File: src/design/bbe_ram.sv
// Generic single-clock RAM with one write port and one registered read port.
`timescale 1ns / 1ps

module bbe_ram #(
    parameter int WIDTH = 8,
    parameter int DEPTH = 16
) (
    input  logic                     i_clk,
    input  logic                     i_we,
    input  logic [$clog2(DEPTH)-1:0] i_waddr,
    input  logic [WIDTH-1:0]         i_wdata,
    input  logic                     i_re,
    input  logic [$clog2(DEPTH)-1:0] i_raddr,
    output logic [WIDTH-1:0]         o_rdata
);

    logic [WIDTH-1:0] r_mem [DEPTH];
    logic [WIDTH-1:0] r_rdata;

    // A read at the address being written returns the old contents.
    always_ff @(posedge i_clk) begin
        if (i_we) begin
            r_mem[i_waddr] <= i_wdata;
        end
        if (i_re) begin
            r_rdata <= r_mem[i_raddr];
        end
    end

    assign o_rdata = r_rdata;

endmodule

File: config.mk
export PLATFORM = sky130hd
export DESIGN_NAME = bbe_ram
export DESIGN_NICKNAME = d
export VERILOG_FILES = /design/src/design/bbe_ram.sv
export SDC_FILE = /design/constraint.sdc
export NUM_CORES = 1
export LEC_CHECK = 0
export ABC_AREA = 1
export BUFFER_PORTS_ARGS = -buffer_cell sky130_fd_sc_hd__buf_2
export CORE_MARGIN = 4
export CORE_UTILIZATION = 55
export DETAILED_ROUTE_END_ITERATION = 8
export HOLD_SLACK_MARGIN = 0.02
export PLACE_DENSITY = 0.73
export SETUP_SLACK_MARGIN = 0.2
export SLEW_MARGIN = 20
export SYNTH_ARGS = -nofsm -noshare
export SYNTH_HDL_FRONTEND = slang
export SYNTH_SLANG_ARGS = --single-unit
File: constraint.sdc
create_clock -name i_clk -period 1.75 [get_ports i_clk]
set_clock_uncertainty 0.1 [all_clocks]
set_input_delay 0.35 -clock i_clk [delete_from_list [all_inputs] [get_ports i_clk]]
set_output_delay 0.35 -clock i_clk [all_outputs]
set_load 0.005 [all_outputs]
==> out/metrics.cfg <==
[logic_synthesis]
yosys_warnings = 0
synth_simple_gate_area_share_pct = 20.8
synth_common_cells = 173 x nand2_1, 136 x edfxtp_1, 100 x inv_1, 97 x nand3_1, 17 x nor2_1
syn-cell-area_um2 = 5850
syn_avg_cell_area_um2 = 10.6
ys_seq_elements = 136
synth_top_cells_by_area = edfxtp_1 70%, nand2_1 11%, nand3_1 8.3%, inv_1 6.4%, buf_6 1.2%
ys_seq_area_share_pct = 69.8
yosysTopAreaCell = edfxtp_1
syn-instance-count = 551
synth_xor_area_share_pct = 0
synth.distinct_cells = 11
synth_mux_area_share_pct = 0
synth_edf_count = 136
synth_compound_gate_area_share_pct = 0
syn_nets = 570
async_flop_share_pct = 0
synthAdderAreaFrac_pct = 0
synth_most_common_cell = nand2_1
synth_top_family_by_area = simple AND/OR/NAND/NOR gates
synth.top_cell.area_share_pct = 69.8
ys.flop_type = edfxtp_1

[final_layout]
areaGrowthSynthToFinish_pct = 17.0
n_antenna_cell = 0
drive_gt1_share_pct = 12.9
layout.cells.non_filler = 742
finalInstanceArea_um2 = 6840
seq_area_um2 = 4080
multi_input_area_um2 = 1210
layout.nets = 613
n_fill_cell = 802

[place]
port_buffers = 26
place_area_um2 = 6170
place_ws_ns = 0.0482
gp_congestion = 0.829
hpwl_um = 7900
dp.cells = 711

[setup_path]
crit_type = reg2out
r2r-start = r_mem[5][4]
r2r_slack_ns = 0.43
end_kind = output pin
crit_arrival_ns = 1.10
setup.worst_path.start_class = flip-flop
slowest_stage = edfxtp_1
crit_fanout = 1
cpLargestDelayFamily = flip-flops
critical_path.n_buffers_inverters = 1
cp_slowest_stage_delay_ns = 0.43
path_cells = buf_2
reg2regPathDepth = 6
worst-endpoint-required_ns = 1.30
rr_endpoint = o_rdata[4]

[min_path]
hold_depth = 1
hold_class = in2reg
hp-start = i_re
min_to = o_rdata[3]

[global_routing]
grt_pass1_vias = 3897
grt_pass1_wl_um = 21000
grt_max_degree = 65
grt_overflow_total = 0
grt_use_total_pct = 22.8
antenna_found_initial = 0

[die]
core-area_um2 = 10300
die_y_um = 111
die_w_um = 111
dieArea_um2 = 12300
floorplan.initialDensity_pct = 56.6
io_pins = 27
placementRows = 37

[timing]
setup_viol = 0
hold_viol_final = 0
final_max_slew_viol_count = 0
timing.fmax_ghz = 0.644
rsz0062_at_grt = true
worst_pin_slew_ns = 0.679
period_share_pct = 88.7
period_needed_ns = 1.55
slew_headroom_pct = 54.7
timing.final.ws_setup_ns = 0.198
tns_ns = 0

[outcome]
status = finished, final reports clean

[route]
routedWlPerCell_um = 18.4
drt-initial-drc-count = 342
vias_per_cell = 5.28
drcViolationCount = 0
wirelength_um = 13600
dr.pass1.iters = 4
dr_total_vias = 3920
ant_nets = 0

[pwr]
leakage_uw = 0.00297
irDropWorstVdd_v = 0.000694
fin_total_pwr_uw = 8200
pwr_density_cell_nw_per_um2 = 1200

[clock_tree]
cts-root-buf = clkbuf_8
post_cts_buffers = 0
clk_latency_ns = 0.52
clk_pin_slew_worst_paths_ns = 0.06
cts_tree = built
clock-sinks = 136
clock_path_buffers = 2
htreeDepth = 4
cts_buffers = 17

[job]
max_cap_viol_count = 0

[through the flow]
| step | util, % | hold WS (ns) |
|---|---|---|
| 2_1_floorplan | - | 0.349 |
| 3_3_place_gp | 59.8 | 0.619 |
| 3_5_place_dp | 59.8 | 0.617 |
| 4_1_cts | 66.2 | 0.0951 |
| 5_1_grt | 66.2 | 0.0935 |
| 6_report | 66.2 | 0.119 |
[logic make-up (layout without fill, tap and decap cells)]
group | after synthesis | after routing
flip-flops | 136 | 136
AND/OR/NAND/NOR | 289 | 289
buffers and inverters | 126 | 181
[state kept, by name, summed over array words and instances (netlist names)]
signal / flops
o_rdata: 8
r_mem: 128
[cell usage in the layout, fill, tap and decap left out]
cell type	instances
buf_12	2
buf_2	26
buf_4	20
bufinv_16	7
clkbuf_1	1
clkbuf_16	16
clkbuf_8	1
clkinv_1	2
clkinv_4	1
clkinvlp_4	2
edfxtp_1	136
inv_1	100
inv_2	2
inv_6	1
nand2_1	173
nand3_1	97
nand3b_1	2
nor2_1	17
[what timing repair did]
| action | CTS | global route |
|---|---|---|
| resized for setup | 0 | 0 |
| endpoints found under the setup margin | 3 | 4 |
| cloned | 0 | 0 |
| hold buffers | 0 | 0 |
[area by class of cell]
class / instances / area share, %
Multi-Input combinational cell: 289 / 17.7
Timing Repair Buffer: 48 / 4.68
Sequential cell: 136 / 59.7
Clock buffer: 18 / 6.11
Inverter: 102 / 5.60
Tap cell: 136 / 2.49
Clock inverter: 13 / 3.66
[metal layers]
| layer | share of wire [%] | vias to the layer above | routed length [µm] | GRT usage (%) |
|---|---|---|---|---|
| met2 | 52 | 141 | 7110 | 39.5 |
| met3 | 6.1 | 22 | 836 | 5.35 |
| li1 | - | 1866 | - | - |
| met4 | 2.4 | 0 | 330 | 9.16 |
| met1 | 39 | 1891 | 5350 | 27.6 |
| met5 | 0 | - | 0 | 0 |
[how the worst max path moves through the flow]
stage | cells after the start | from | slack, ns | end
floorplan | 2 | i_waddr[2] | 0.35 | r_mem[10][0]
global placement | 6 | i_raddr[1] | 0.06 | o_rdata[3]
detailed placement | 6 | i_raddr[1] | 0.05 | o_rdata[3]
CTS | 1 | o_rdata[5] | 0.18 | o_rdata[5]
global route | 1 | o_rdata[5] | 0.17 | o_rdata[5]
finish | 1 | o_rdata[5] | 0.20 | o_rdata[5]
[report_power, final]
part / leakage, µW / total, µW / switching [µW] / internal [µW]
logic: 0.00142 / 449 / 318 / 131
registers: 0.00124 / 3690 / 23.4 / 3670
clock network: 0.000317 / 4050 / 1320 / 2730
Power figures use the tool's default switching activity.
