[src/design/bbe_pkg.sv]
// Shared constants, codes and transaction types of the 3x3 boundary extraction block.
`timescale 1ns / 1ps

package bbe_pkg;

    // Frame limits and the widths that follow from them.
    localparam int MAX_WIDTH    = 1024;
    localparam int MAX_HEIGHT   = 4096;
    localparam int COL_W        = $clog2(MAX_WIDTH);
    localparam int ROW_W        = $clog2(MAX_HEIGHT);
    localparam int IN_ROW_W     = ROW_W + 1;
    localparam int BLK_DEPTH    = 2 * MAX_WIDTH;

    // Register and pixel widths.
    localparam int CFG_WIDTH_W  = 11;
    localparam int CFG_HEIGHT_W = 13;
    localparam int CH_W         = 8;
    localparam int PIX_W        = 3 * CH_W;
    localparam int APB_ADDR_W   = 3;
    localparam int APB_DATA_W   = 32;

    // Register reset values.
    localparam logic [CFG_WIDTH_W-1:0]  RESET_WIDTH  = CFG_WIDTH_W'(640);
    localparam logic [CFG_HEIGHT_W-1:0] RESET_HEIGHT = CFG_HEIGHT_W'(480);

    // A removed interior pixel is painted full white.
    localparam logic [CH_W-1:0]  CH_MAX    = 8'd255;
    localparam logic [PIX_W-1:0] WHITE_PIX = {CH_MAX, CH_MAX, CH_MAX};

    // Register indexes of the configuration port.
    typedef enum logic [0:0] {
        REG_IMAGE_WIDTH  = 1'b0,
        REG_IMAGE_HEIGHT = 1'b1
    } t_reg_idx;

    // Input transaction.
    typedef struct packed {
        logic            op;
        logic [CH_W-1:0] blue_in;
        logic [CH_W-1:0] green_in;
        logic [CH_W-1:0] red_in;
    } t_in_item;

    // Output transaction.
    typedef struct packed {
        logic [CH_W-1:0] blue_out;
        logic [CH_W-1:0] green_out;
        logic [CH_W-1:0] red_out;
        logic            frame_end;
    } t_out_item;

    // One window column: black bits (bit 0 top, bit 1 middle, bit 2 bottom) and the
    // middle row pixel of that column.
    typedef struct packed {
        logic [2:0]       blk;
        logic [PIX_W-1:0] pix;
    } t_col;

    // Which sides of the output pixel's neighbourhood lie outside the frame.
    typedef struct packed {
        logic top;
        logic bottom;
        logic left;
        logic right;
    } t_edges;

    // Control carried alongside the line memory read.
    typedef struct packed {
        logic   has_out;
        logic   last;
        logic   bot;
        t_edges edges;
    } t_stage;

endpackage

[src/design/bbe_cell.sv]
// One window cell: holds a single 3x3 window column and passes it on when shifted.
`timescale 1ns / 1ps

module bbe_cell import bbe_pkg::*; (
    input  logic i_clk,
    input  logic i_rst_n,
    input  logic i_en,
    input  logic i_clr,
    input  t_col i_col,
    output t_col o_col
);

    t_col r_col;

    // Clearing wins over shifting so that a new frame starts from an empty window.
    always_ff @(posedge i_clk) begin
        if (!i_rst_n) begin
            r_col <= '0;
        end else if (i_clr) begin
            r_col <= '0;
        end else if (i_en) begin
            r_col <= i_col;
        end
    end

    assign o_col = r_col;

endmodule

[src/design/bbe_window.sv]
// 3x3 window built from a chain of column cells, with the interior test on the shifted window.
`timescale 1ns / 1ps

module bbe_window import bbe_pkg::*; (
    input  logic             i_clk,
    input  logic             i_rst_n,
    input  logic             i_shift,
    input  logic             i_clear,
    input  t_col             i_col,
    input  t_edges           i_edges,
    output logic [PIX_W-1:0] o_pix
);

    t_col       near_col;
    t_col       far_col;
    logic [2:0] col_blk [3];
    logic [8:0] hits;

    // The newest stored column sits next to the incoming one; the older one follows it.
    bbe_cell u_cell_near (
        .i_clk   (i_clk),
        .i_rst_n (i_rst_n),
        .i_en    (i_shift),
        .i_clr   (i_clear),
        .i_col   (i_col),
        .o_col   (near_col)
    );

    bbe_cell u_cell_far (
        .i_clk   (i_clk),
        .i_rst_n (i_rst_n),
        .i_en    (i_shift),
        .i_clr   (i_clear),
        .i_col   (near_col),
        .o_col   (far_col)
    );

    // Window as it stands once this column has shifted in: left, centre, right.
    assign col_blk[0] = far_col.blk;
    assign col_blk[1] = near_col.blk;
    assign col_blk[2] = i_col.blk;

    // Each tap counts when its pixel is black or it lies outside the frame.
    always_comb begin
        for (int dc = 0; dc < 3; dc++) begin
            for (int dr = 0; dr < 3; dr++) begin
                hits[dr*3 + dc] = col_blk[dc][dr]
                    || (dr == 0 && i_edges.top) || (dr == 2 && i_edges.bottom)
                    || (dc == 0 && i_edges.left) || (dc == 2 && i_edges.right);
            end
        end
    end

    // A pixel with a fully black neighbourhood is an interior pixel and turns white.
    assign o_pix = (&hits) ? WHITE_PIX : near_col.pix;

endmodule

[config.mk]
export PLATFORM = sky130hd
export DESIGN_NAME = bbe_window
export DESIGN_NICKNAME = d
export VERILOG_FILES = /design/src/design/bbe_pkg.sv /design/src/design/bbe_cell.sv /design/src/design/bbe_window.sv
export SDC_FILE = /design/constraint.sdc
export NUM_CORES = 1
export LEC_CHECK = 0
export BUFFER_PORTS_ARGS = -buffer_cell sky130_fd_sc_hd__buf_2
export CAP_MARGIN = 20
export CORE_MARGIN = 2
export CORE_UTILIZATION = 48
export CTS_BUF_LIST = sky130_fd_sc_hd__clkbuf_8
export DETAILED_ROUTE_END_ITERATION = 7
export PLACE_DENSITY_LB_ADDON = 0.3
export SYNTH_ARGS = -nofsm -noshare
export SYNTH_HDL_FRONTEND = slang
export SYNTH_SLANG_ARGS = --single-unit
[constraint.sdc]
create_clock -name i_clk -period 1.9 [get_ports i_clk]
set_clock_uncertainty 0.05 [all_clocks]
set_input_delay 0.095 -clock i_clk [delete_from_list [all_inputs] [get_ports i_clk]]
set_output_delay 0.095 -clock i_clk [all_outputs]
set_load 0.05 [all_outputs]
==> out/metrics.yaml, run 1 <==
setup_path:
  cp.required_ps: 1750
  critPathMaxFanout: 11
  worstSetupPathType: "register to primary output"
  r2r_cells: 2
  startpoint_type: "register"
  rr_startpoint: "u_cell_near.o_col[26]$_SDFFE_PP0P_"
  arrival_ps: 1730
  worstSetupEndpointType: "primary output"
  r2r_slack_ps: 1170
  reg2reg_to: "u_cell_near.o_col[26]$_SDFFE_PP0P_"
placement:
  gp_congestion: 0.705
  io_buffers: 58
  hpwl_um: 2080
  placed_cells: 219
synth:
  synthTopCellsByArea: "dfxtp_1, mux2i_1, a21o_1, nor2_1, a21o_2"
  seq_area_frac_synth_pct: 45.7
  yosys_warnings: 0
  synth_top_area_cell: "dfxtp_1"
  synth_cell_types: 14
  ys_ff_latch: 30
  synthCells: 136
  syn_area_um2: 1320
  avgSynthCellArea_um2: 9.67
  synth_nets: 171
  synth_top_area_share_pct: 45.7
global_route:
  grt_usage_pct: 18.4
  grt_max_degree: 31
  first_global_vias: 1104
  antenna_found_initial: 0
  grt_pass1_wl_um: 4640
  overflow: 0
floorplanning:
  dieHeight_um: 56.3
  row_count: 18
  die_w_um: 56.3
  die-area_um2: 3170
  io_pins: 59
  coreArea_um2: 2540
  start_util_pct: 51.7
sta:
  fin_setup_tns_ps: 0
  clock.fmax_mhz: 533
  final-setup-viol-count: 0
  drv_slew: 0
  timing.slew.headroom_pct: 66.3
  tightest_slew_ps: 506
  period_share_pct: 98.8
  final_hold_viol_count: 0
  period_needed_ps: 1880
route:
  drt_wl_total_um: 3110
  drt_iter0_drc: 27
  drt-pass1-iter-count: 4
  num_vias: 1174
  postRouteAntennaNets: 0
  avgRoutedWirePerCell_um: 13.6
  drc: 0
  via_per_inst: 5.13
layout:
  areaGrowthSynthToFinish_pct: 41.1
  seq_area_um2: 602
  final_common_cell: "buf_2"
  antenna_cells: 0
  drive_above_1_share_pct: 39.2
  fin_nets: 233
  final_cell_mix: "buf_2, nor2_1, mux2i_1"
  stdcell_count: 229
  multi_input_area_um2: 643
  num-fill-cells: 199
worst_hold_path:
  hold_path_startpoint: "i_col[17]"
  worstHoldEndpoint: "u_cell_near.o_col[17]$_SDFFE_PP0P_"
  worstHoldPathCells: 3
  hold_class: "primary input to register"
cts:
  clock_path_buffers: 2
  clock_sinks: 30
  clk-insertion-delay-late_ps: 260
  cts_made_buffers: 5
  cts_tree: "done"
  root_buffer: "clkbuf_8"
  htreeDepth: 2
  clkTransAtPathRegs_ps: 60
power:
  leakage_nw: 1.09
  power.density_nw_per_um2: 762
  fin_total_pwr_mw: 1.41
  peakVddDrop_uv: 677
flow_run:
  maxCapViolCount: 0
outcome:
  status: "finished, final reports clean"
[cell families after synthesis]
logic type      Yosys count  synth area share [%]
mux                      30                  22.8
compound gates           29                  16.4
flops                    30                  45.7
simple gates             33                  9.70
buf+inv                  14                  5.42
[through the flow]
step	util, %	setup slack (ps)	cell area, µm²	hold slack [ps]
floorplan	-	99.8	1320	192
global placement	64.0	360	1630	281
detailed placement	64.0	301	1630	288
CTS	67.6	8.17	1720	14.4
global route	72.9	-36.2	1860	23.3
finish	72.9	23.4	1860	13.1
[cells in the mapped netlist]
cell type   n
nand2b_1    1
a21o_1     20
buf_6       2
buf_2       3
a222oi_1    1
mux2i_1    30
clkbuf_1    6
inv_1       3
o21ai_0     3
dfxtp_1    30
nor2_1     31
nor3_1      1
a21o_2      4
o21ai_1     1
[layout make-up]
class | instances | area share, %
clock inverter | 2 | 0.472
timing repair buffer | 66 | 25.4
clock buffer | 6 | 4.45
inverter | 3 | 0.607
tap | 30 | 2.02
sequential | 30 | 32.4
multi-input combinational | 92 | 34.7
[layer usage]
layer | GRT usage, % | share of wire (%)
met4 | 5.10 | 0.32
met5 | 0 | 0
met1 | 22.4 | 43
met3 | 5.30 | 5.7
met2 | 31.6 | 51
[state kept, by name, summed over array words and instances, names as in the netlist]
signal             count
u_cell_far.o_col       3
u_cell_near.o_col     27
[how the worst max path moves through the flow]
stage / start / to / slack (ps) / cells past startpoint
2_1_floorplan: u_cell_near.o_col[26]$_SDFFE_PP0P_ / o_pix[10] / 100 / 4
3_3_place_gp: u_cell_near.o_col[26]$_SDFFE_PP0P_ / o_pix[23] / 360 / 5
3_5_place_dp: u_cell_near.o_col[26]$_SDFFE_PP0P_ / o_pix[11] / 300 / 5
4_1_cts: u_cell_near.o_col[26]$_SDFFE_PP0P_ / o_pix[11] / 8 / 5
5_1_grt: u_cell_far.o_col[25]$_SDFFE_PP0P_ / o_pix[7] / -40 / 6
6_report: u_cell_near.o_col[26]$_SDFFE_PP0P_ / o_pix[3] / 20 / 6
[report_power, final]
part           internal (mW)  switching [mW]  total [mW]  leakage (nW)
Clock                  0.286           0.210       0.496        0.0524
Sequential             0.649          0.0104       0.659         0.245
Combinational          0.109           0.150       0.259         0.794
Total                   1.04           0.371        1.41          1.09
[worst max-delay path, cell delays in order, from the launching register on]
cell and delay (ps):
dfxtp_1 350, o21ai_1 80, a222oi_1 360, buf_4 190, buf_4 170, a21o_1 150
buf_6 160
[timing repair]
action / CTS / global route
hold buffers: 0 / 0
setup buffers: 0 / 1
resized for setup: 0 / 68
endpoints found under the setup margin: 0 / 24
No activity file was read; power rests on OpenSTA's default activity.
==> run 2: changes to the inputs <==
PLACE_DENSITY = 0.81   (was default)
PLACE_DENSITY_LB_ADDON = default   (was 0.3)
clock period = 1.98 ns   (was 1.9 ns; I/O delays follow)
==> out/metrics.yaml, run 2 (synthesis results as in run 1) <==
route:
  postRouteAntennaNets: 0  # unchanged
  drt_iter0_drc: 9  # -67%
  drt-pass1-iter-count: 4  # unchanged
  via_per_inst: 5.06  # -1.4%
  drt_wl_total_um: 2990  # -4.0%
  drc: 0  # unchanged
  avgRoutedWirePerCell_um: 13.1  # -3.6%
  num_vias: 1153  # -1.8%
power:
  power.density_nw_per_um2: 738  # -3.2%
  leakage_nw: 1.07  # -1.7%
  p_comb_share_pct: 17.8  # -0.5 points
  peakVddDrop_uv: 715  # +5.6%
  cell_internal_pwr_mw: 0.946  # -9.3%
  swShare_pct: 27.4  # +1.1 points
  power_frac_seq_pct: 48.5  # +1.9 points
  power_switching_mw: 0.357  # -3.9%
  power.share.clock_pct: 33.6  # -1.5 points
setup_path:
  startpoint_type: "register"
  slowest_stage: "dfxtp_1"
  arrival_ps: 1820  # +90 ps
  reg2reg_to: "u_cell_near.o_col[8]$_SDFFE_PP0P_"
  cp.required_ps: 1830  # +80 ps
  r2r_slack_ps: 1290  # +120 ps
  rr_startpoint: "u_cell_near.o_col[8]$_SDFFE_PP0P_"
  cp_slowest_stage_delay_ps: 360  # about the same
  worstSetupPathType: "register to primary output"
  worstSetupEndpointType: "primary output"
  crit_top_cell: "buf_4"
  endpoint: "o_pix[0]"
  critPathLaunch: "u_cell_near.o_col[26]$_SDFFE_PP0P_"
  r2r_cells: 2  # unchanged
  path_cells: "o21ai_1 -> a222oi_1 -> buf_4 -> buf_4 -> a21o_2 -> buf_2"
  critPathMaxFanout: 13  # +2
placement:
  hpwl_um: 2080  # +0.10%
  gp_congestion: 0.689  # -2.2%
  io_buffers: 58  # unchanged
  dp_slack_ps: 352  # +51.4 ps
layout:
  num-fill-cells: 212  # +6.5%
  drive_above_1_share_pct: 37.9  # -1.3 points
  final_cell_mix: "buf_2, nor2_1, mux2i_1, dfxtp_1, a21o_1"
  largest_reg_flops: 27  # unchanged
  final_common_cell: "buf_2"
  fin_nets: 233  # unchanged
  areaGrowthSynthToFinish_pct: 34.3
  antenna_cells: 0  # unchanged
floorplanning:
  dieHeight_um: 56.3  # unchanged
  die_w_um: 56.3  # unchanged
  io_pins: 59  # unchanged
  start_util_pct: 51.7  # unchanged
  row_count: 18  # unchanged
  die-area_um2: 3170  # unchanged
  coreArea_um2: 2540  # unchanged
sta:
  timing.slew.headroom_pct: 70.3  # +4.0 points
  drv_slew: 0  # unchanged
  clock.fmax_mhz: 508
  whs_ps: 3.39  # -9.71 ps
  period_share_pct: 99.4
  final_hold_viol_count: 0  # unchanged
  fin_setup_tns_ps: 0  # unchanged
  final-setup-viol-count: 0  # unchanged
  tightest_slew_ps: 446  # -60.2 ps
  period_needed_ps: 1970
  fin_ws_ps: 12.7  # -10.7 ps
cts:
  cts_hold_buf: 0  # unchanged
  root_buffer: "clkbuf_8"
  clock_path_buffers: 2  # unchanged
  clock_sinks: 30  # unchanged
  htreeDepth: 2  # unchanged
  clk-insertion-delay-late_ps: 270  # about the same
  cts_tree: "done"
  clkTransAtPathRegs_ps: 60  # about the same
  cts_made_buffers: 5  # unchanged
worst_hold_path:
  hold_class: "primary input to register"
global_route:
  antenna_found_initial: 0  # unchanged
  first_global_vias: 1133  # +2.6%
  grt_max_degree: 31  # unchanged
  grt_pass1_wl_um: 4820  # +3.7%
  grt_usage_pct: 19.7  # +1.2 points
  overflow: 0  # unchanged
flow_run:
  maxCapViolCount: 0  # unchanged
outcome:
  status: "finished, final reports clean"
[run 2: repair_timing]
item,in CTS,in global routing
resized for setup,0,17
endpoints found under the setup margin,0,23
buffers inserted,0,1
[run 2: area by class of cell]
| cell class | instances | area (µm²) | area share, % |
|---|---|---|---|
| clock buffers | 5 | 68.8 | 3.90 |
| clock inverters | 2 | 7.51 | 0.425 |
| inverters | 3 | 11.3 | 0.638 |
| multi-input cells | 92 | 643 | 36.4 |
| flip-flops and latches | 30 | 601 | 34.0 |
| well taps | 30 | 37.5 | 2.13 |
| repair buffers | 66 | 397 | 22.5 |
[run 2: power by group through the flow]
| stage | logic, mW | clock network, mW | registers, mW |
|---|---|---|---|
| floorplan | 0.158 | 0 | 0.643 |
| global route | 0.249 | 0.466 | 0.634 |
| finish | 0.232 | 0.438 | 0.632 |
| global placement | 0.220 | 0 | 0.644 |
| CTS | 0.225 | 0.441 | 0.632 |
| detailed placement | 0.225 | 0 | 0.645 |
[run 2: stage by stage]
step / instances / cell area [µm²] / total power [mW] / utilization (%)
2_1_floorplan: 136 / 1320 / 0.800 / -
3_3_place_gp: 219 / 1640 / 0.864 / 64.5
3_5_place_dp: 219 / 1640 / 0.870 / 64.5
4_1_cts: 226 / 1720 / 1.30 / 67.5
5_1_grt: 228 / 1770 / 1.35 / 69.4
6_report: 228 / 1770 / 1.30 / 69.4
[run 2: critical path: cells and delay by family (launching register included)]
kind                   cells  cell delay [ps]
AO/OA/AOI/OAI              3              570
buffers and inverters      3              610
flip-flops                 1              360
[run 2: metal layers]
metal | wire length (µm) | part of all wire, % | global-route usage, %
met1 | 1260 | 42 | 22.1
met3 | 172 | 5.8 | 7.60
met4 | 57 | 1.9 | 9.18
met2 | 1490 | 50 | 32.6
met5 | 0 | 0 | 0
[run 2: how the worst min path moves through the flow]
| stage | startpoint | endpoint | slack [ps] | cells after the start |
|---|---|---|---|---|
| final | i_col[19] | u_cell_near.o_col[19]$_SDFFE_PP0P_ | 3 | 3 |
| after global routing | i_col[2] | u_cell_near.o_col[2]$_SDFFE_PP0P_ | 20 | 3 |
| after global placement | i_col[2] | u_cell_near.o_col[2]$_SDFFE_PP0P_ | 280 | 3 |
| after floorplan | i_col[0] | u_cell_near.o_col[0]$_SDFFE_PP0P_ | 200 | 2 |
| after CTS | i_col[19] | u_cell_near.o_col[19]$_SDFFE_PP0P_ | 7 | 3 |
| after detailed placement | i_col[19] | u_cell_near.o_col[19]$_SDFFE_PP0P_ | 300 | 3 |
==> run 3: changes to the inputs <==
REMOVE_ABC_BUFFERS = 1   (was default)
==> out/metrics.yaml, run 3 (synthesis results as in run 1) <==
outcome:
  status: "finished, final reports clean"
global_route:
  grt_pass1_wl_um: 5280  # +9.6%
  grt_usage_pct: 21.2  # +1.6 points
  overflow: 0  # unchanged
  grt_max_degree: 31  # unchanged
  antenna_found_initial: 0  # unchanged
  first_global_vias: 1250  # +10%
sta:
  final_hold_viol_count: 0  # unchanged
  drv_slew: 0  # unchanged
  timing.slew.headroom_pct: 71.1  # +0.79 points
  period_share_pct: 96.2  # -3.2 points
  fin_ws_ps: 75.3  # +62.6 ps
  period_needed_ps: 1900  # -62.6 ps
  clock.fmax_mhz: 525  # +3.3%
  tightest_slew_ps: 434  # -11.9 ps
  final-setup-viol-count: 0  # unchanged
route:
  drt-met1-wl_um: 1180  # -6.3%
  wl_met3_um: 159  # -7.6%
  drc: 0  # unchanged
  top_layer: "met4"
  num_vias: 1190  # +3.2%
  via_per_inst: 5.22  # +3.2%
  drt-pass1-iter-count: 4  # unchanged
  drt_iter0_drc: 11  # +2
  dr_wl_met2_um: 1640  # +9.7%
  avgRoutedWirePerCell_um: 13.4  # +2.2%
  drt_wl_total_um: 3050  # +2.2%
  postRouteAntennaNets: 0  # unchanged
layout:
  fin_nets: 233  # unchanged
  final_cell_mix: "buf_2, nor2_1, mux2i_1, dfxtp_1, a21o_1"
  areaGrowthSynthToFinish_pct: 33.0
  num-fill-cells: 229  # +8.0%
  antenna_cells: 0  # unchanged
  largest_reg_flops: 27  # unchanged
  stdcell_count: 228  # unchanged
  final_area_um2: 1750  # -0.92%
  drive_above_1_share_pct: 37.9  # unchanged
  fin_util_pct: 68.7  # -0.64 points
  final_common_cell: "buf_2"
setup_path:
  worstSetupPathType: "register to primary output"
  r2r_slack_ps: 1260  # -30 ps
  reg2reg_to: "u_cell_far.o_col[24]$_SDFFE_PP0P_"
  rr_startpoint: "u_cell_near.o_col[24]$_SDFFE_PP0P_"
  startpoint_type: "register"
  arrival_ps: 1760  # -60 ps
  worstSetupEndpointType: "primary output"
  r2r_cells: 2  # unchanged
  cp.required_ps: 1830  # about the same
  critPathMaxFanout: 11  # -2
floorplanning:
  row_count: 18  # unchanged
  start_util_pct: 51.7  # unchanged
  die_w_um: 56.3  # unchanged
  dieHeight_um: 56.3  # unchanged
  coreArea_um2: 2540  # unchanged
  die-area_um2: 3170  # unchanged
  io_pins: 59  # unchanged
placement:
  hpwl_um: 2220  # +7.0%
  placed_cells: 219  # unchanged
  io_buffers: 58  # unchanged
  post_dp_cell_area_um2: 1640  # unchanged
  gp_congestion: 0.769  # +11%
  dp_slack_ps: 345  # -7.31 ps
worst_hold_path:
  hold_class: "primary input to register"
  worstHoldPathCells: 3  # unchanged
  worstHoldEndpoint: "u_cell_near.o_col[1]$_SDFFE_PP0P_"
  hold_path_startpoint: "i_col[1]"
power:
  fin_total_pwr_mw: 1.30  # about the same
  peakVddDrop_uv: 564  # -21%
  leakage_nw: 1.08  # +0.34%
  power.density_nw_per_um2: 745  # +0.90%
cts:
  clkTransAtPathRegs_ps: 60  # about the same
  clock_path_buffers: 2  # unchanged
  cts_tree: "done"
  clk-insertion-delay-late_ps: 270  # about the same
  cts_hold_buf: 0  # unchanged
  root_buffer: "clkbuf_8"
  clock_sinks: 30  # unchanged
  htreeDepth: 2  # unchanged
  cts_made_buffers: 5  # unchanged
flow_run:
  maxCapViolCount: 0  # unchanged
-- run 3: changes by cell type in the layout (fill, tap and decap cells not counted) --
cell             before  now
buf_4                11   12
buf_2                46   51
clkbuf_4              7    2
clkdlybuf4s15_2       1    0
-- run 3: area by class of cell --
| class | instances | area, µm² | area share [%] |
|---|---|---|---|
| clock inverter | 2 | 7.51 | 0.429 |
| timing repair buffer | 66 | 380 | 21.7 |
| sequential | 30 | 601 | 34.3 |
| multi-input combinational | 92 | 643 | 36.8 |
| clock buffer | 5 | 68.8 | 3.93 |
| inverter | 3 | 11.3 | 0.644 |
| tap | 30 | 37.5 | 2.15 |
-- run 3: how the worst max path moves through the flow --
| stage | start | to | slack (ps) | cells after the start |
|---|---|---|---|---|
| global placement | u_cell_near.o_col[26]$_SDFFE_PP0P_ | o_pix[6] | 410 | 5 |
| floorplan | u_cell_near.o_col[26]$_SDFFE_PP0P_ | o_pix[10] | -610 | 3 |
| finish | u_cell_near.o_col[24]$_SDFFE_PP0P_ | o_pix[1] | 80 | 6 |
| detailed placement | u_cell_near.o_col[26]$_SDFFE_PP0P_ | o_pix[6] | 340 | 5 |
| global route | u_cell_far.o_col[26]$_SDFFE_PP0P_ | o_pix[16] | -10 | 6 |
| CTS | u_cell_near.o_col[26]$_SDFFE_PP0P_ | o_pix[6] | 40 | 5 |
-- run 3: layer usage --
metal	track usage, %	vias up
met1	20.9	560
met4	8.84	0
met2	39.5	35
met5	0	-
met3	7.83	9
li1	-	586
-- run 3: timing repair --
action / CTS / global route
gates resized for setup: 0 / 15
endpoints found under the setup margin: 0 / 24
buffers inserted: 0 / 1
-- run 3: power breakdown --
| group | internal [mW] | switching [mW] |
|---|---|---|
| clock network | 0.231 | 0.208 |
| logic | 0.0913 | 0.140 |
| registers | 0.622 | 0.00991 |
| total | 0.945 | 0.358 |
-- run 3: per-stage QoR --
stage                     TNS, ps  hold WS, ps
after global placement          0          285
after detailed placement        0          291
final                           0         5.64
after CTS                       0         4.51
after floorplan            -14390          196
after global routing        -24.0         16.2
-- run 3: critical path, stage by stage, from the launching register on --
cell,delay (ps)
dfxtp_1,350
o21ai_0,130
a222oi_1,270
buf_4,180
buf_4,170
a21o_2,140
buf_2,250
